===== src/rtl/core/pva_pkg.sv =====
// ----------------------------------------------------------------------------
// pva_pkg
// Shared constants, types and helpers of the priority voice allocator.
// ----------------------------------------------------------------------------
`default_nettype none

package pva_pkg;

  localparam int VOICES     = 32;
  localparam int BUSES      = 8;
  localparam int VOICE_W    = 5;
  localparam int BUS_W      = 3;
  localparam int PRIO_W     = 8;
  localparam int VOL_W      = 16;
  localparam int SND_W      = 16;
  localparam int FIFO_DEPTH = 4;
  localparam int FIFO_AW    = 2;

  localparam logic [VOL_W-1:0] UNITY    = 16'd8192;
  localparam logic [VOL_W-1:0] GAIN_MAX = 16'd32768;

  localparam logic [1:0] FN_PLAY    = 2'd0;
  localparam logic [1:0] FN_FINISH  = 2'd1;
  localparam logic [1:0] FN_STOPALL = 2'd2;
  localparam logic [1:0] FN_SETVOL  = 2'd3;

  localparam logic [1:0] ACT_START  = 2'd0;
  localparam logic [1:0] ACT_STOP   = 2'd1;
  localparam logic [1:0] ACT_GAIN   = 2'd2;
  localparam logic [1:0] ACT_REJECT = 2'd3;

  typedef enum logic [2:0] {
    K_NOP,
    K_PLAY,
    K_REJECT,
    K_FINISH,
    K_STOPALL,
    K_SETVOL
  } kind_t;

  typedef struct packed {
    kind_t               kind;
    logic [PRIO_W-1:0]   prio;
    logic [BUS_W-1:0]    bus;
    logic [VOL_W-1:0]    vol;
    logic [VOICE_W-1:0]  slot;
    logic [SND_W-1:0]    snd;
  } cmd_t;

  typedef struct packed {
    logic [1:0]          action;
    logic [VOICE_W-1:0]  voice;
    logic [VOL_W-1:0]    gain;
    logic [SND_W-1:0]    sound;
  } res_t;

  function automatic logic bus_in_range(input logic [BUS_W-1:0] b);
    return {1'b0, b} < (BUS_W+1)'(BUSES);
  endfunction

  function automatic logic slot_in_range(input logic [VOICE_W-1:0] s);
    return {1'b0, s} < (VOICE_W+1)'(VOICES);
  endfunction

  function automatic logic [VOL_W-1:0] vol_clamp(input logic [VOL_W-1:0] v);
    return (v > GAIN_MAX) ? GAIN_MAX : v;
  endfunction

endpackage

`default_nettype wire


===== src/rtl/core/pva_front.sv =====
// ----------------------------------------------------------------------------
// pva_front
// Accepts command words, classifies them and queues the ones with work.
// ----------------------------------------------------------------------------
`default_nettype none

module pva_front (
  input  wire logic                        in_valid,
  output logic                             in_ready,
  input  wire logic [1:0]                  in_func,
  input  wire logic [pva_pkg::PRIO_W-1:0]  in_priority_req,
  input  wire logic [pva_pkg::BUS_W-1:0]   in_bus,
  input  wire logic [pva_pkg::VOL_W-1:0]   in_volume,
  input  wire logic [pva_pkg::VOICE_W-1:0] in_slot,
  input  wire logic [pva_pkg::SND_W-1:0]   in_sound_handle,
  output logic                             push_valid,
  input  wire logic                        push_ready,
  output pva_pkg::cmd_t                    push_cmd
);

  pva_pkg::kind_t kind;

  always_comb begin
    unique case (in_func)
      pva_pkg::FN_PLAY: begin
        kind = (in_priority_req == '0) ? pva_pkg::K_REJECT : pva_pkg::K_PLAY;
      end
      pva_pkg::FN_FINISH: begin
        kind = pva_pkg::slot_in_range(in_slot) ? pva_pkg::K_FINISH : pva_pkg::K_NOP;
      end
      pva_pkg::FN_STOPALL: begin
        kind = pva_pkg::K_STOPALL;
      end
      pva_pkg::FN_SETVOL: begin
        kind = pva_pkg::bus_in_range(in_bus) ? pva_pkg::K_SETVOL : pva_pkg::K_NOP;
      end
      default: begin
        kind = pva_pkg::K_NOP;
      end
    endcase
  end

  // ignored words are taken without queueing
  assign in_ready        = push_ready;
  assign push_valid      = in_valid && (kind != pva_pkg::K_NOP);
  assign push_cmd.kind   = kind;
  assign push_cmd.prio   = in_priority_req;
  assign push_cmd.bus    = in_bus;
  assign push_cmd.vol    = in_volume;
  assign push_cmd.slot   = in_slot;
  assign push_cmd.snd    = in_sound_handle;

endmodule

`default_nettype wire


===== src/rtl/core/pva_cmd_fifo.sv =====
// ----------------------------------------------------------------------------
// pva_cmd_fifo
// Short command queue between the front end and the voice engine.
// ----------------------------------------------------------------------------
`default_nettype none

module pva_cmd_fifo (
  input  wire logic          clk,
  input  wire logic          rst_n,
  input  wire logic          push_valid,
  output logic               push_ready,
  input  wire pva_pkg::cmd_t push_cmd,
  output logic               pop_valid,
  input  wire logic          pop,
  output pva_pkg::cmd_t      pop_cmd
);

  pva_pkg::cmd_t                 mem_r [pva_pkg::FIFO_DEPTH];
  logic [pva_pkg::FIFO_AW-1:0]   wr_ptr_r;
  logic [pva_pkg::FIFO_AW-1:0]   rd_ptr_r;
  logic [pva_pkg::FIFO_AW:0]     cnt_r;
  logic                          do_push;
  logic                          do_pop;

  assign push_ready = cnt_r != (pva_pkg::FIFO_AW+1)'(pva_pkg::FIFO_DEPTH);
  assign pop_valid  = cnt_r != '0;
  assign pop_cmd    = mem_r[rd_ptr_r];
  assign do_push    = push_valid && push_ready;
  assign do_pop     = pop && pop_valid;

  always_ff @(posedge clk) begin
    if (!rst_n) begin
      wr_ptr_r <= '0;
      rd_ptr_r <= '0;
      cnt_r    <= '0;
    end else begin
      if (do_push) begin
        mem_r[wr_ptr_r] <= push_cmd;
        wr_ptr_r        <= wr_ptr_r + 1'b1;
      end
      if (do_pop) begin
        rd_ptr_r <= rd_ptr_r + 1'b1;
      end
      if (do_push && !do_pop) begin
        cnt_r <= cnt_r + 1'b1;
      end else if (!do_push && do_pop) begin
        cnt_r <= cnt_r - 1'b1;
      end
    end
  end

endmodule

`default_nettype wire


===== src/rtl/core/pva_engine.sv =====
// ----------------------------------------------------------------------------
// pva_engine
// Voice slot table, slot scan, gain multiply and result output register.
// ----------------------------------------------------------------------------
`default_nettype none

module pva_engine (
  input  wire logic          clk,
  input  wire logic          rst_n,
  input  wire logic          cmd_valid,
  output logic               cmd_pop,
  input  wire pva_pkg::cmd_t cmd_in,
  output logic               out_valid,
  input  wire logic          out_ready,
  output pva_pkg::res_t      out_res,
  output logic               out_last
);

  typedef enum logic [3:0] {
    S_IDLE,
    S_SCAN,
    S_STEAL,
    S_ALLOC,
    S_MUL1,
    S_MUL2,
    S_GAIN,
    S_START,
    S_SWEEP,
    S_REJ,
    S_FLUSH
  } state_t;

  localparam int P1_W = 2 * pva_pkg::VOL_W;
  localparam int P2_W = 3 * pva_pkg::VOL_W;
  localparam int SH   = 26;

  state_t                          state_r;
  pva_pkg::cmd_t                   cmd_r;
  logic [pva_pkg::VOICE_W-1:0]     ptr_r;
  logic [pva_pkg::PRIO_W-1:0]      low_r;
  logic [pva_pkg::VOICE_W-1:0]     low_idx_r;
  logic [P1_W-1:0]                 p1_r;
  logic [P2_W-1:0]                 p2_r;
  pva_pkg::res_t                   hold_r;
  logic                            hold_v_r;
  pva_pkg::res_t                   out_res_r;
  logic                            out_last_r;
  logic                            out_valid_r;

  logic [pva_pkg::PRIO_W-1:0]      slot_prio_r [pva_pkg::VOICES];
  logic [pva_pkg::BUS_W-1:0]       slot_bus_r  [pva_pkg::VOICES];
  logic [pva_pkg::VOL_W-1:0]       slot_vol_r  [pva_pkg::VOICES];
  logic [pva_pkg::VOL_W-1:0]       bus_vol_r   [pva_pkg::BUSES];

  logic [pva_pkg::PRIO_W-1:0]      cur_prio;
  logic [pva_pkg::BUS_W-1:0]       cur_bus;
  logic [pva_pkg::VOL_W-1:0]       cur_vol;
  logic                            last_ptr;
  logic                            lt;
  logic [pva_pkg::PRIO_W-1:0]      low_nxt;
  logic [pva_pkg::VOICE_W-1:0]     low_idx_nxt;
  logic [pva_pkg::VOL_W-1:0]       bv_sel;
  logic [P2_W-SH-1:0]              gain_sh;
  logic [pva_pkg::VOL_W-1:0]       gain_val;
  logic                            gain_match;
  logic                            can_emit;
  logic                            push_ok;
  logic                            push_en;
  logic                            flush_en;
  pva_pkg::res_t                   push_res;
  logic [pva_pkg::VOICE_W-1:0]     ptr_inc;

  assign cur_prio    = slot_prio_r[ptr_r];
  assign cur_bus     = slot_bus_r[ptr_r];
  assign cur_vol     = slot_vol_r[ptr_r];
  assign last_ptr    = ptr_r == pva_pkg::VOICE_W'(pva_pkg::VOICES - 1);
  assign ptr_inc     = ptr_r + 1'b1;
  assign lt          = cur_prio < low_r;
  assign low_nxt     = lt ? cur_prio : low_r;
  assign low_idx_nxt = lt ? ptr_r : low_idx_r;
  assign bv_sel      = (cur_bus == '0) ? pva_pkg::UNITY : bus_vol_r[cur_bus];
  assign gain_sh     = p2_r[P2_W-1:SH];
  assign gain_val    = (gain_sh > (P2_W-SH)'(pva_pkg::GAIN_MAX)) ? pva_pkg::GAIN_MAX
                                                              : gain_sh[pva_pkg::VOL_W-1:0];
  assign gain_match  = pva_pkg::bus_in_range(cur_bus) &&
                       ((cmd_r.bus == '0) || ((cur_bus == cmd_r.bus) && (cur_prio != '0)));

  assign can_emit = !out_valid_r || out_ready;
  assign push_ok  = !hold_v_r || can_emit;
  assign flush_en = (state_r == S_FLUSH) && hold_v_r && can_emit;
  assign cmd_pop  = (state_r == S_IDLE) && cmd_valid;

  // a held result goes out with last set only when the command ends
  always_comb begin
    push_en  = 1'b0;
    push_res = '0;
    unique case (state_r)
      S_STEAL: begin
        push_en         = push_ok;
        push_res.action = pva_pkg::ACT_STOP;
        push_res.voice  = ptr_r;
      end
      S_GAIN: begin
        push_en         = push_ok;
        push_res.action = pva_pkg::ACT_GAIN;
        push_res.voice  = ptr_r;
        push_res.gain   = gain_val;
      end
      S_START: begin
        push_en         = push_ok;
        push_res.action = pva_pkg::ACT_START;
        push_res.voice  = ptr_r;
        push_res.sound  = cmd_r.snd;
      end
      S_REJ: begin
        push_en         = push_ok;
        push_res.action = pva_pkg::ACT_REJECT;
      end
      S_SWEEP: begin
        if ((cmd_r.kind == pva_pkg::K_STOPALL) && (cur_prio != '0)) begin
          push_en         = push_ok;
          push_res.action = pva_pkg::ACT_STOP;
          push_res.voice  = ptr_r;
        end
      end
      default: begin
        push_en = 1'b0;
      end
    endcase
  end

  always_ff @(posedge clk) begin
    if (!rst_n) begin
      state_r     <= S_IDLE;
      hold_v_r    <= 1'b0;
      out_valid_r <= 1'b0;
      for (int i = 0; i < pva_pkg::VOICES; i++) begin
        slot_prio_r[i] <= '0;
        slot_bus_r[i]  <= '0;
        slot_vol_r[i]  <= '0;
      end
      for (int b = 0; b < pva_pkg::BUSES; b++) begin
        bus_vol_r[b] <= pva_pkg::UNITY;
      end
    end else begin
      if ((push_en && hold_v_r) || flush_en) begin
        out_valid_r <= 1'b1;
      end else if (out_valid_r && out_ready) begin
        out_valid_r <= 1'b0;
      end
      if (push_en) begin
        if (hold_v_r) begin
          out_res_r  <= hold_r;
          out_last_r <= 1'b0;
        end
        hold_r   <= push_res;
        hold_v_r <= 1'b1;
      end
      if (flush_en) begin
        out_res_r  <= hold_r;
        out_last_r <= 1'b1;
        hold_v_r   <= 1'b0;
      end

      unique case (state_r)
        S_IDLE: begin
          if (cmd_valid) begin
            cmd_r     <= cmd_in;
            ptr_r     <= '0;
            low_r     <= '1;
            low_idx_r <= '0;
            case (cmd_in.kind)
              pva_pkg::K_PLAY:    state_r <= S_SCAN;
              pva_pkg::K_REJECT:  state_r <= S_REJ;
              pva_pkg::K_FINISH:  slot_prio_r[cmd_in.slot] <= '0;
              pva_pkg::K_STOPALL: state_r <= S_SWEEP;
              pva_pkg::K_SETVOL: begin
                bus_vol_r[cmd_in.bus] <= pva_pkg::vol_clamp(cmd_in.vol);
                state_r               <= S_SWEEP;
              end
              default: state_r <= S_IDLE;
            endcase
          end
        end
        S_SCAN: begin
          if (cur_prio == '0) begin
            state_r <= S_ALLOC;
          end else begin
            low_r     <= low_nxt;
            low_idx_r <= low_idx_nxt;
            if (last_ptr) begin
              if (cmd_r.prio > low_nxt) begin
                ptr_r   <= low_idx_nxt;
                state_r <= S_STEAL;
              end else begin
                state_r <= S_REJ;
              end
            end else begin
              ptr_r <= ptr_inc;
            end
          end
        end
        S_STEAL: begin
          if (push_ok) begin
            state_r <= S_ALLOC;
          end
        end
        S_ALLOC: begin
          slot_prio_r[ptr_r] <= cmd_r.prio;
          slot_bus_r[ptr_r]  <= cmd_r.bus;
          slot_vol_r[ptr_r]  <= cmd_r.vol;
          state_r <= pva_pkg::bus_in_range(cmd_r.bus) ? S_MUL1 : S_START;
        end
        S_MUL1: begin
          p1_r    <= P1_W'(bus_vol_r[0]) * P1_W'(bv_sel);
          state_r <= S_MUL2;
        end
        S_MUL2: begin
          p2_r    <= P2_W'(p1_r) * P2_W'(cur_vol);
          state_r <= S_GAIN;
        end
        S_GAIN: begin
          if (push_ok) begin
            if (cmd_r.kind == pva_pkg::K_PLAY) begin
              state_r <= S_START;
            end else if (last_ptr) begin
              state_r <= S_FLUSH;
            end else begin
              ptr_r   <= ptr_inc;
              state_r <= S_SWEEP;
            end
          end
        end
        S_START: begin
          if (push_ok) begin
            state_r <= S_FLUSH;
          end
        end
        S_REJ: begin
          if (push_ok) begin
            state_r <= S_FLUSH;
          end
        end
        S_SWEEP: begin
          if (cmd_r.kind == pva_pkg::K_STOPALL) begin
            if (cur_prio != '0) begin
              if (push_ok) begin
                slot_prio_r[ptr_r] <= '0;
                if (last_ptr) begin
                  state_r <= S_FLUSH;
                end else begin
                  ptr_r <= ptr_inc;
                end
              end
            end else if (last_ptr) begin
              state_r <= S_FLUSH;
            end else begin
              ptr_r <= ptr_inc;
            end
          end else begin
            if (gain_match) begin
              state_r <= S_MUL1;
            end else if (last_ptr) begin
              state_r <= S_FLUSH;
            end else begin
              ptr_r <= ptr_inc;
            end
          end
        end
        S_FLUSH: begin
          if (!hold_v_r || can_emit) begin
            state_r <= S_IDLE;
          end
        end
        default: begin
          state_r <= S_IDLE;
        end
      endcase
    end
  end

  assign out_valid = out_valid_r;
  assign out_res   = out_res_r;
  assign out_last  = out_last_r;

endmodule

`default_nettype wire


===== src/rtl/core/priority_voice_allocator_top.sv =====
// ----------------------------------------------------------------------------
// priority_voice_allocator_top
// Voice slot allocator with priority stealing and bus gain updates.
//
// Input channel (in_*): one command word per valid/ready handshake. The front
// end classifies it and queues it in a four-deep command queue; finished
// events on out-of-range slots and volume writes to out-of-range buses are
// taken and dropped there.
// Output channel (out_*): zero or more result words per command, last set on
// the final one. Results leave through an output register behind a one-word
// hold stage; the engine waits on a receiver stall only once both are full.
// Command flow: the engine runs one command at a time. A play, once popped,
// scans the slot table one slot per cycle, then runs steal (when no slot is
// free), allocate, the two-stage gain multiply, start and final flush.
// Stop-all walks every slot and stops each busy one, holding on a receiver
// stall; a bus volume write walks the slots and gives a gain result for each
// matching one (every slot for the master bus). A finished event frees its
// slot without leaving the idle state.
// Reset: all slots free, slot buses and volumes zero, bus volumes 1.0; the
// queue and output register empty. No clearing pass is needed.
// ----------------------------------------------------------------------------
`default_nettype none

module priority_voice_allocator_top (
  input  wire logic                        clk,
  input  wire logic                        rst_n,
  input  wire logic                        in_valid,
  output logic                             in_ready,
  input  wire logic [1:0]                  in_func,
  input  wire logic [pva_pkg::PRIO_W-1:0]  in_priority_req,
  input  wire logic [pva_pkg::BUS_W-1:0]   in_bus,
  input  wire logic [pva_pkg::VOL_W-1:0]   in_volume,
  input  wire logic [pva_pkg::VOICE_W-1:0] in_slot,
  input  wire logic [pva_pkg::SND_W-1:0]   in_sound_handle,
  output logic                             out_valid,
  input  wire logic                        out_ready,
  output logic [1:0]                       out_action,
  output logic [pva_pkg::VOICE_W-1:0]      out_voice,
  output logic [pva_pkg::VOL_W-1:0]        out_gain,
  output logic [pva_pkg::SND_W-1:0]        out_sound_out,
  output logic                             out_last
);

  logic           push_valid;
  logic           push_ready;
  pva_pkg::cmd_t  push_cmd;
  logic           pop_valid;
  logic           pop;
  pva_pkg::cmd_t  pop_cmd;
  pva_pkg::res_t  res;

  pva_front u_front (
    .in_valid        (in_valid),
    .in_ready        (in_ready),
    .in_func         (in_func),
    .in_priority_req (in_priority_req),
    .in_bus          (in_bus),
    .in_volume       (in_volume),
    .in_slot         (in_slot),
    .in_sound_handle (in_sound_handle),
    .push_valid      (push_valid),
    .push_ready      (push_ready),
    .push_cmd        (push_cmd)
  );

  pva_cmd_fifo u_fifo (
    .clk        (clk),
    .rst_n      (rst_n),
    .push_valid (push_valid),
    .push_ready (push_ready),
    .push_cmd   (push_cmd),
    .pop_valid  (pop_valid),
    .pop        (pop),
    .pop_cmd    (pop_cmd)
  );

  pva_engine u_engine (
    .clk       (clk),
    .rst_n     (rst_n),
    .cmd_valid (pop_valid),
    .cmd_pop   (pop),
    .cmd_in    (pop_cmd),
    .out_valid (out_valid),
    .out_ready (out_ready),
    .out_res   (res),
    .out_last  (out_last)
  );

  assign out_action    = res.action;
  assign out_voice     = res.voice;
  assign out_gain      = res.gain;
  assign out_sound_out = res.sound;

endmodule

`default_nettype wire


===== config.mk =====
export PLATFORM = sky130hd
export DESIGN_NAME = priority_voice_allocator_top
export DESIGN_NICKNAME = d
export VERILOG_FILES = /design/src/rtl/core/pva_pkg.sv /design/src/rtl/core/pva_front.sv /design/src/rtl/core/pva_cmd_fifo.sv /design/src/rtl/core/pva_engine.sv /design/src/rtl/core/priority_voice_allocator_top.sv
export SDC_FILE = /design/constraint.sdc
export NUM_CORES = 2
export LEC_CHECK = 0
export ABC_AREA = 1
export CORE_ASPECT_RATIO = 1.4
export CORE_MARGIN = 2
export CORE_UTILIZATION = 40
export DETAILED_ROUTE_END_ITERATION = 6
export DONT_BUFFER_PORTS = 1
export PLACE_DENSITY = 0.67
export SYNTH_ARGS = -nofsm -noshare
export SYNTH_HDL_FRONTEND = slang
export SYNTH_SLANG_ARGS = --single-unit

===== constraint.sdc =====
create_clock -name clk -period 7.05 [get_ports clk]
set_input_delay 0.3525 -clock clk [delete_from_list [all_inputs] [get_ports clk]]
set_output_delay 0.3525 -clock clk [all_outputs]
set_load 0.005 [all_outputs]

======== After elaboration in Yosys (flattened, before gate mapping) ========
Memory sizes are Yosys's and may differ from the RTL's. A register that Yosys moved wholly into a read port is not among the register bits.
Cells that the tools add are included.
storage, ports and cells
  flip-flop bits (word level) ............. 236
  memory bits (writable) .................. 1196
  input port bits ......................... 54
  output and inout port bits .............. 42
  word-level logic and storage cells ...... 233
  memories ................................ 5
operators by class
  add/sub/neg operators ................... 5
  multipliers ............................. 2
  order comparisons ....................... 4
  equality and inequality tests ........... 35
  mux-type cells .......................... 99
  bitwise operators ....................... 3
  reduce and logical (&&, ||, !) cells .... 54
memory list
  memory                depth  bits a word  rd ports  clocked after Yosys merged registers in  wr ports  RTL line            text
  u_engine.slot_vol_r   32     16           1         1                                        32        pva_engine.sv:52    logic [pva_pkg::VOL_W-1:0] slot_vol_r [pva_pkg::VOICES];
  u_engine.slot_prio_r  32     8            1         1                                        32        pva_engine.sv:50    logic [pva_pkg::PRIO_W-1:0] slot_prio_r [pva_pkg::VOICES];
  u_fifo.mem_r          4      51           1         1                                        1         pva_cmd_fifo.sv:18  pva_pkg::cmd_t mem_r [pva_pkg::FIFO_DEPTH];
  u_engine.bus_vol_r    8      16           2         0                                        8         pva_engine.sv:53    logic [pva_pkg::VOL_W-1:0] bus_vol_r [pva_pkg::BUSES];
  u_engine.slot_bus_r   32     3            1         1                                        32        pva_engine.sv:51    logic [pva_pkg::BUS_W-1:0] slot_bus_r [pva_pkg::VOICES];
operator list
  cell                    number
  $mux W39                3
  $mux W5                 20
  $mux W16                5
  $mux W4                 14
  $mul A32 B16 Y48        1
  $mux W8                 6
  $pmux W4 S10            1
  $mux W1                 33
  $mul A16 B16 Y32        1
  $reduce_or A16 Y1       2
  $gt A22 B16 Y1 const B  1
  $pmux W5 S2             2
  $pmux W5 S4             1
  $eq A4 B3 Y1 const B    4
  $gt A16 B16 Y1 const B  1
  $logic_not A8 Y1        2
  $pmux W4 S4             1
  $pmux W8 S2             1
  $reduce_or A8 Y1        2
  $eq A4 B4 Y1 const B    3
  $logic_and A1 B1 Y1     12
  $mux W3                 4
  $pmux W3 S4             1
  $ne A2 B1 Y1 const B    5
  other kinds (42)        76

======== Logic depth before layout (Yosys ltp) ========
  depth after elaboration ................. 12
  depth in mapped cells ................... 42

======== Modules after synthesis ========
Synthesis repeated with hierarchy kept, for this count alone.
second synthesis, totals
  cell total of the unflattened synthesis .. 8729
  area, all modules ....................... 85161.7 um^2
modules (own cells, without submodules)
  module        times used  cells an instance  area each (um^2)
  pva_engine    1           8102               76643.5
  pva_cmd_fifo  1           561                8085.3
  pva_front     1           66                 432.9

======== Least setup slack after synthesis ========
OpenSTA, ideal clock, no wires.
  path kind ............................... reg-to-reg
  start ................................... reg (tool-made name)
  end ..................................... reg u_engine.p1_r[24], data pin
  library setup time ...................... 259 ps
  arrival ................................. 7126 ps
  required time ........................... 6791 ps
  setup slack ............................. -335 ps
  cell stages (with the launch flop) ...... 35
  period minus slack after synthesis ...... 7385 ps
  path through ............................ dfxtp_1 > buf_2 > clkinv_1 > buf_2 > buf_2 > o221ai_1 > nand3_1 > nand3_1 > nand2_1 > clkinv_1 > clkbuf_1 > o21ai_0 > o221ai_1 > nand2_1 > buf_2 > nor2_1 > fa_1 > inv_1 > fa_1 > fa_1 > fa_1 > inv_1 > fa_1 > inv_1 > fa_1 > inv_1 > ha_1 > a21oi_1 > o21ai_0 > a21oi_1 > o21ai_0 > a31oi_1 > o21ai_0 > a21oi_1 > xnor2_1
RTL lines
  item                  RTL line           text
  to (signal assigned)  pva_engine.sv:215  p1_r <= P1_W'(bus_vol_r[0]) * P1_W'(bv_sel);
  to (decl)             pva_engine.sv:42   logic [P1_W-1:0] p1_r;

==> flow_metrics.py <==
metrics = {
    "run_status": {
        "outcome": "complete, but fails checks",
        "violations": "negative setup slack",
    },
    "global_routing": {
        "gr-max-usage-layer": "met2",
        "met1_usage": 0.266,
        "grt_pass1_wl_um": 389000,
        "grt_pass1_vias": 66900,
        "grt_util_met2": 0.419,
        "gr-total-overflow": 0,
        "antenna_found_initial": 2,
        "grt.total_usage": 0.238,
        "grt_max_degree": 74,
        "met3_usage": 0.0363,
    },
    "timing": {
        "skew_ns": 0.0472,
        "setup_ws_ns": -0.442,
        "fmax_mhz": 133,
        "setup_viol": 39,
        "timing.final.hold_violations": 0,
        "finalCritPeriodShare": 1.06,
        "slew_headroom": 0.196,
        "min_period_ns": 7.49,
        "tightest_slew_ns": 1.20,
        "slew_violations": 0,
        "rsz0062_at_grt": "yes",
    },
    "logic_synthesis": {
        "yosysWarnings": 0,
        "ys_types": 45,
        "synth_edf_count": 1393,
        "syn_avg_cell_area_um2": 9.83,
        "yosysTopAreaCell": "edfxtp_1",
        "synth_area_leaders": "edfxtp_1 (50%), fa_1 (15%), nor2_1 (8.3%)",
        "synthFlopType": "edfxtp_1",
        "syn_inst": 8561,
        "syn-num-nets": 9474,
        "synthArstFlopShare": 0,
        "synth_area_mm2": 0.0841,
        "yosysTopAreaCellShare": 0.497,
        "yosys_register_bits": 1413,
        "yosysSeqAreaShare": 0.502,
    },
    "drt": {
        "post_drt_wl_per_cell_um": 21.9,
        "ant_nets": 0,
        "first_iter_violations": 6520,
        "vias_per_cell": 5.44,
        "wirelength_um": 262000,
        "drc_errors": 0,
        "firstDrtPassIters": 6,
        "vias": 65000,
    },
    "clocking": {
        "clkLatencyLatePin_ns": 0.81,
        "clk_pin_slew_ns": 0.06,
        "cts-root-buf": "clkbuf_16",
        "h-tree-depth": 4,
        "clockBufferDepth": 3,
        "cts_sinks": 1413,
        "tritoncts": "yes",
        "cts_made_buffers": 139,
    },
    "setup_path": {
        "slowest_stage": "fa_1",
        "crit_fanout": 11,
        "start_kind": "flop",
        "reg2reg_depth": 42,
        "critPathMostFrequentCell": "nand2_1",
        "crit_family": "adder cells",
        "path_buf_inv": 13,
        "cp.depth": 42,
        "worstPathArrival_ns": 8.01,
        "critPathMaxStageDelay_ns": 0.55,
        "cp_data_required_time_ns": 7.57,
        "worstSetupPathType": "reg2reg",
        "critPathCaptureType": "flop",
    },
    "flow_run": {
        "maxCapViolCount": 0,
    },
    "die": {
        "start_util": 0.402,
        "io_pins": 96,
        "rows": 199,
        "die_h_um": 547,
        "die_area_mm2": 0.214,
        "die_x_um": 392,
        "coreArea_mm2": 0.209,
    },
    "final_layout": {
        "final_cells": 12000,
        "fill_cells": 18600,
        "drive_gt1_frac": 0.162,
        "fin_util": 0.485,
        "fin_nets": 9948,
        "syn_to_final_growth_pct": 20.8,
        "stdcell_area_mm2": 0.102,
    },
    "placement": {
        "dp_slack_ns": -0.947,
        "dp_hpwl_um": 174000,
        "numPortBuffers": 0,
        "dp.cells": 11500,
        "place_area_mm2": 0.0909,
        "routabilityCongestion": 0.974,
    },
    "hold_path": {
        "holdPathStages": 1,
        "hold_class": "in2reg",
    },
}
[layout make-up]
cell class              count  area [um^2]  area share
flip-flops and latches   1413        42200       0.416
clock buffers             169         3610      0.0355
multi-input cells        5619        38500       0.379
repair buffers            834         8820      0.0868
well taps                2814         3520      0.0347
clock inverters            78          866     0.00852
diodes                      4         10.0   0.0000985
repair inverters            2         22.5    0.000222
inverters                1026         4000      0.0394
[Yosys cell counts (14+ instances only)]
master,number
edfxtp_1,1393
nand4_1,14
xnor2_1,17
buf_2,106
buf_1,37
o221ai_1,110
clkbuf_1,353
inv_1,995
dfxtp_1,20
o22ai_1,67
nor2_1,1854
fa_1,612
nor3_1,38
nand2_1,1459
o21ai_0,484
xor2_1,36
nand3_1,422
a31oi_1,15
a21oi_1,143
clkinv_1,21
o211ai_1,23
nor4_1,14
ha_1,247
[cells by family (layout without fill, tap and decap cells)]
| group | count (synthesis) | after routing | synth area share |
|---|---|---|---|
| AND/OR/NAND/NOR | 3820 | 3820 | 0.179 |
| flip-flops | 1413 | 1413 | 0.502 |
| other | 0 | 4 | 0 |
| XOR/XNOR | 53 | 53 | 0.00552 |
| adder cells (fa/ha/maj) | 859 | 859 | 0.182 |
| buffers and inverters | 1529 | 2109 | 0.0701 |
| AO/OA/AOI/OAI | 887 | 887 | 0.0612 |
[stage by stage]
stage / hold WS [ns] / setup TNS [ns]
after global placement: 0.401 / -21.41
after global routing: 0.0698 / -19.41
after floorplan: 0.400 / 0
after detailed placement: 0.405 / -24.08
final: 0.0663 / -9.54
after CTS: 0.0374 / -5.08
[worst register-to-register path: cells and delay by family (launching register included)]
family	cells	cell delay, ns
adders and majority gates	7	3.04
buffers and inverters	13	1.56
and+or+nand+nor	15	1.45
AOI/OAI and AO/OA	6	0.64
DFF	1	0.40
xor gates and xnor gates	1	0.12
[final timing paths]
path	from	endpoint	slack [ns]
worst max register to register	flop	u_engine.p1_r[30]	-0.44
worst min register to register	u_engine.hold_r[27]	u_engine.out_res[27]	0.42
worst min-delay path	rst_n	u_engine.slot_prio_r[20][7]	0.07
worst max-delay path	flop	u_engine.p1_r[30]	-0.44
[registers in the layout, summed over array words and instances (netlist names), named ones only]
| register | flops |
|---|---|
| u_engine.low_idx_r | 5 |
| u_fifo.cnt_r | 3 |
| u_engine.bus_vol_r | 128 |
| u_engine.p1_r | 32 |
| u_engine.p2_r | 22 |
| u_engine.hold_r | 39 |
| u_engine.hold_v_r | 1 |
| u_engine.out_res | 39 |
| u_engine.slot_prio_r | 256 |
| u_fifo.mem_r | 204 |
| u_engine.slot_vol_r | 512 |
| u_engine.out_last | 1 |
| u_engine.out_valid | 1 |
| u_engine.cmd_r | 46 |
| u_engine.ptr_r | 5 |
| u_fifo.wr_ptr_r | 2 |
| u_engine.slot_bus_r | 96 |
| u_fifo.rd_ptr_r | 2 |
| u_engine.state_r | 4 |
| u_engine.low_r | 8 |
[per-layer routing]
layer	vias to the layer above	routed length (um)
met5	-	13
met4	2	19800
met3	938	19900
met2	3370	132000
met1	31900	89800
li1	28800	-
[cell usage in the layout (no fill, tap or decap), types with 48 or more instances in the layout]
cell type      count
o21ai_1           73
ha_1             203
clkbuf_16        160
nand2_1         1390
dlygate4sd3_1     56
o221ai_1          81
nand3_1          367
o22ai_1           63
fa_2              48
buf_4            581
o21ai_0          386
a21oi_1           88
inv_1            950
buf_6             48
buf_12            88
fa_1             564
nand2_2           50
nor2_1          1789
edfxtp_1        1393
[what timing repair did]
action | CTS | global route
endpoints found under the setup margin | 40 | 43
gates resized for setup | 468 | 371
endpoints found under the hold margin | 329 | 0
pin swaps | 101 | 171
buffers inserted | 50 | 76
cloned | 31 | 22
hold buffers | 57 | 0
Power is not shown: default switching activity piles up to over one toggle a cycle in this logic, so the estimate is an artifact.
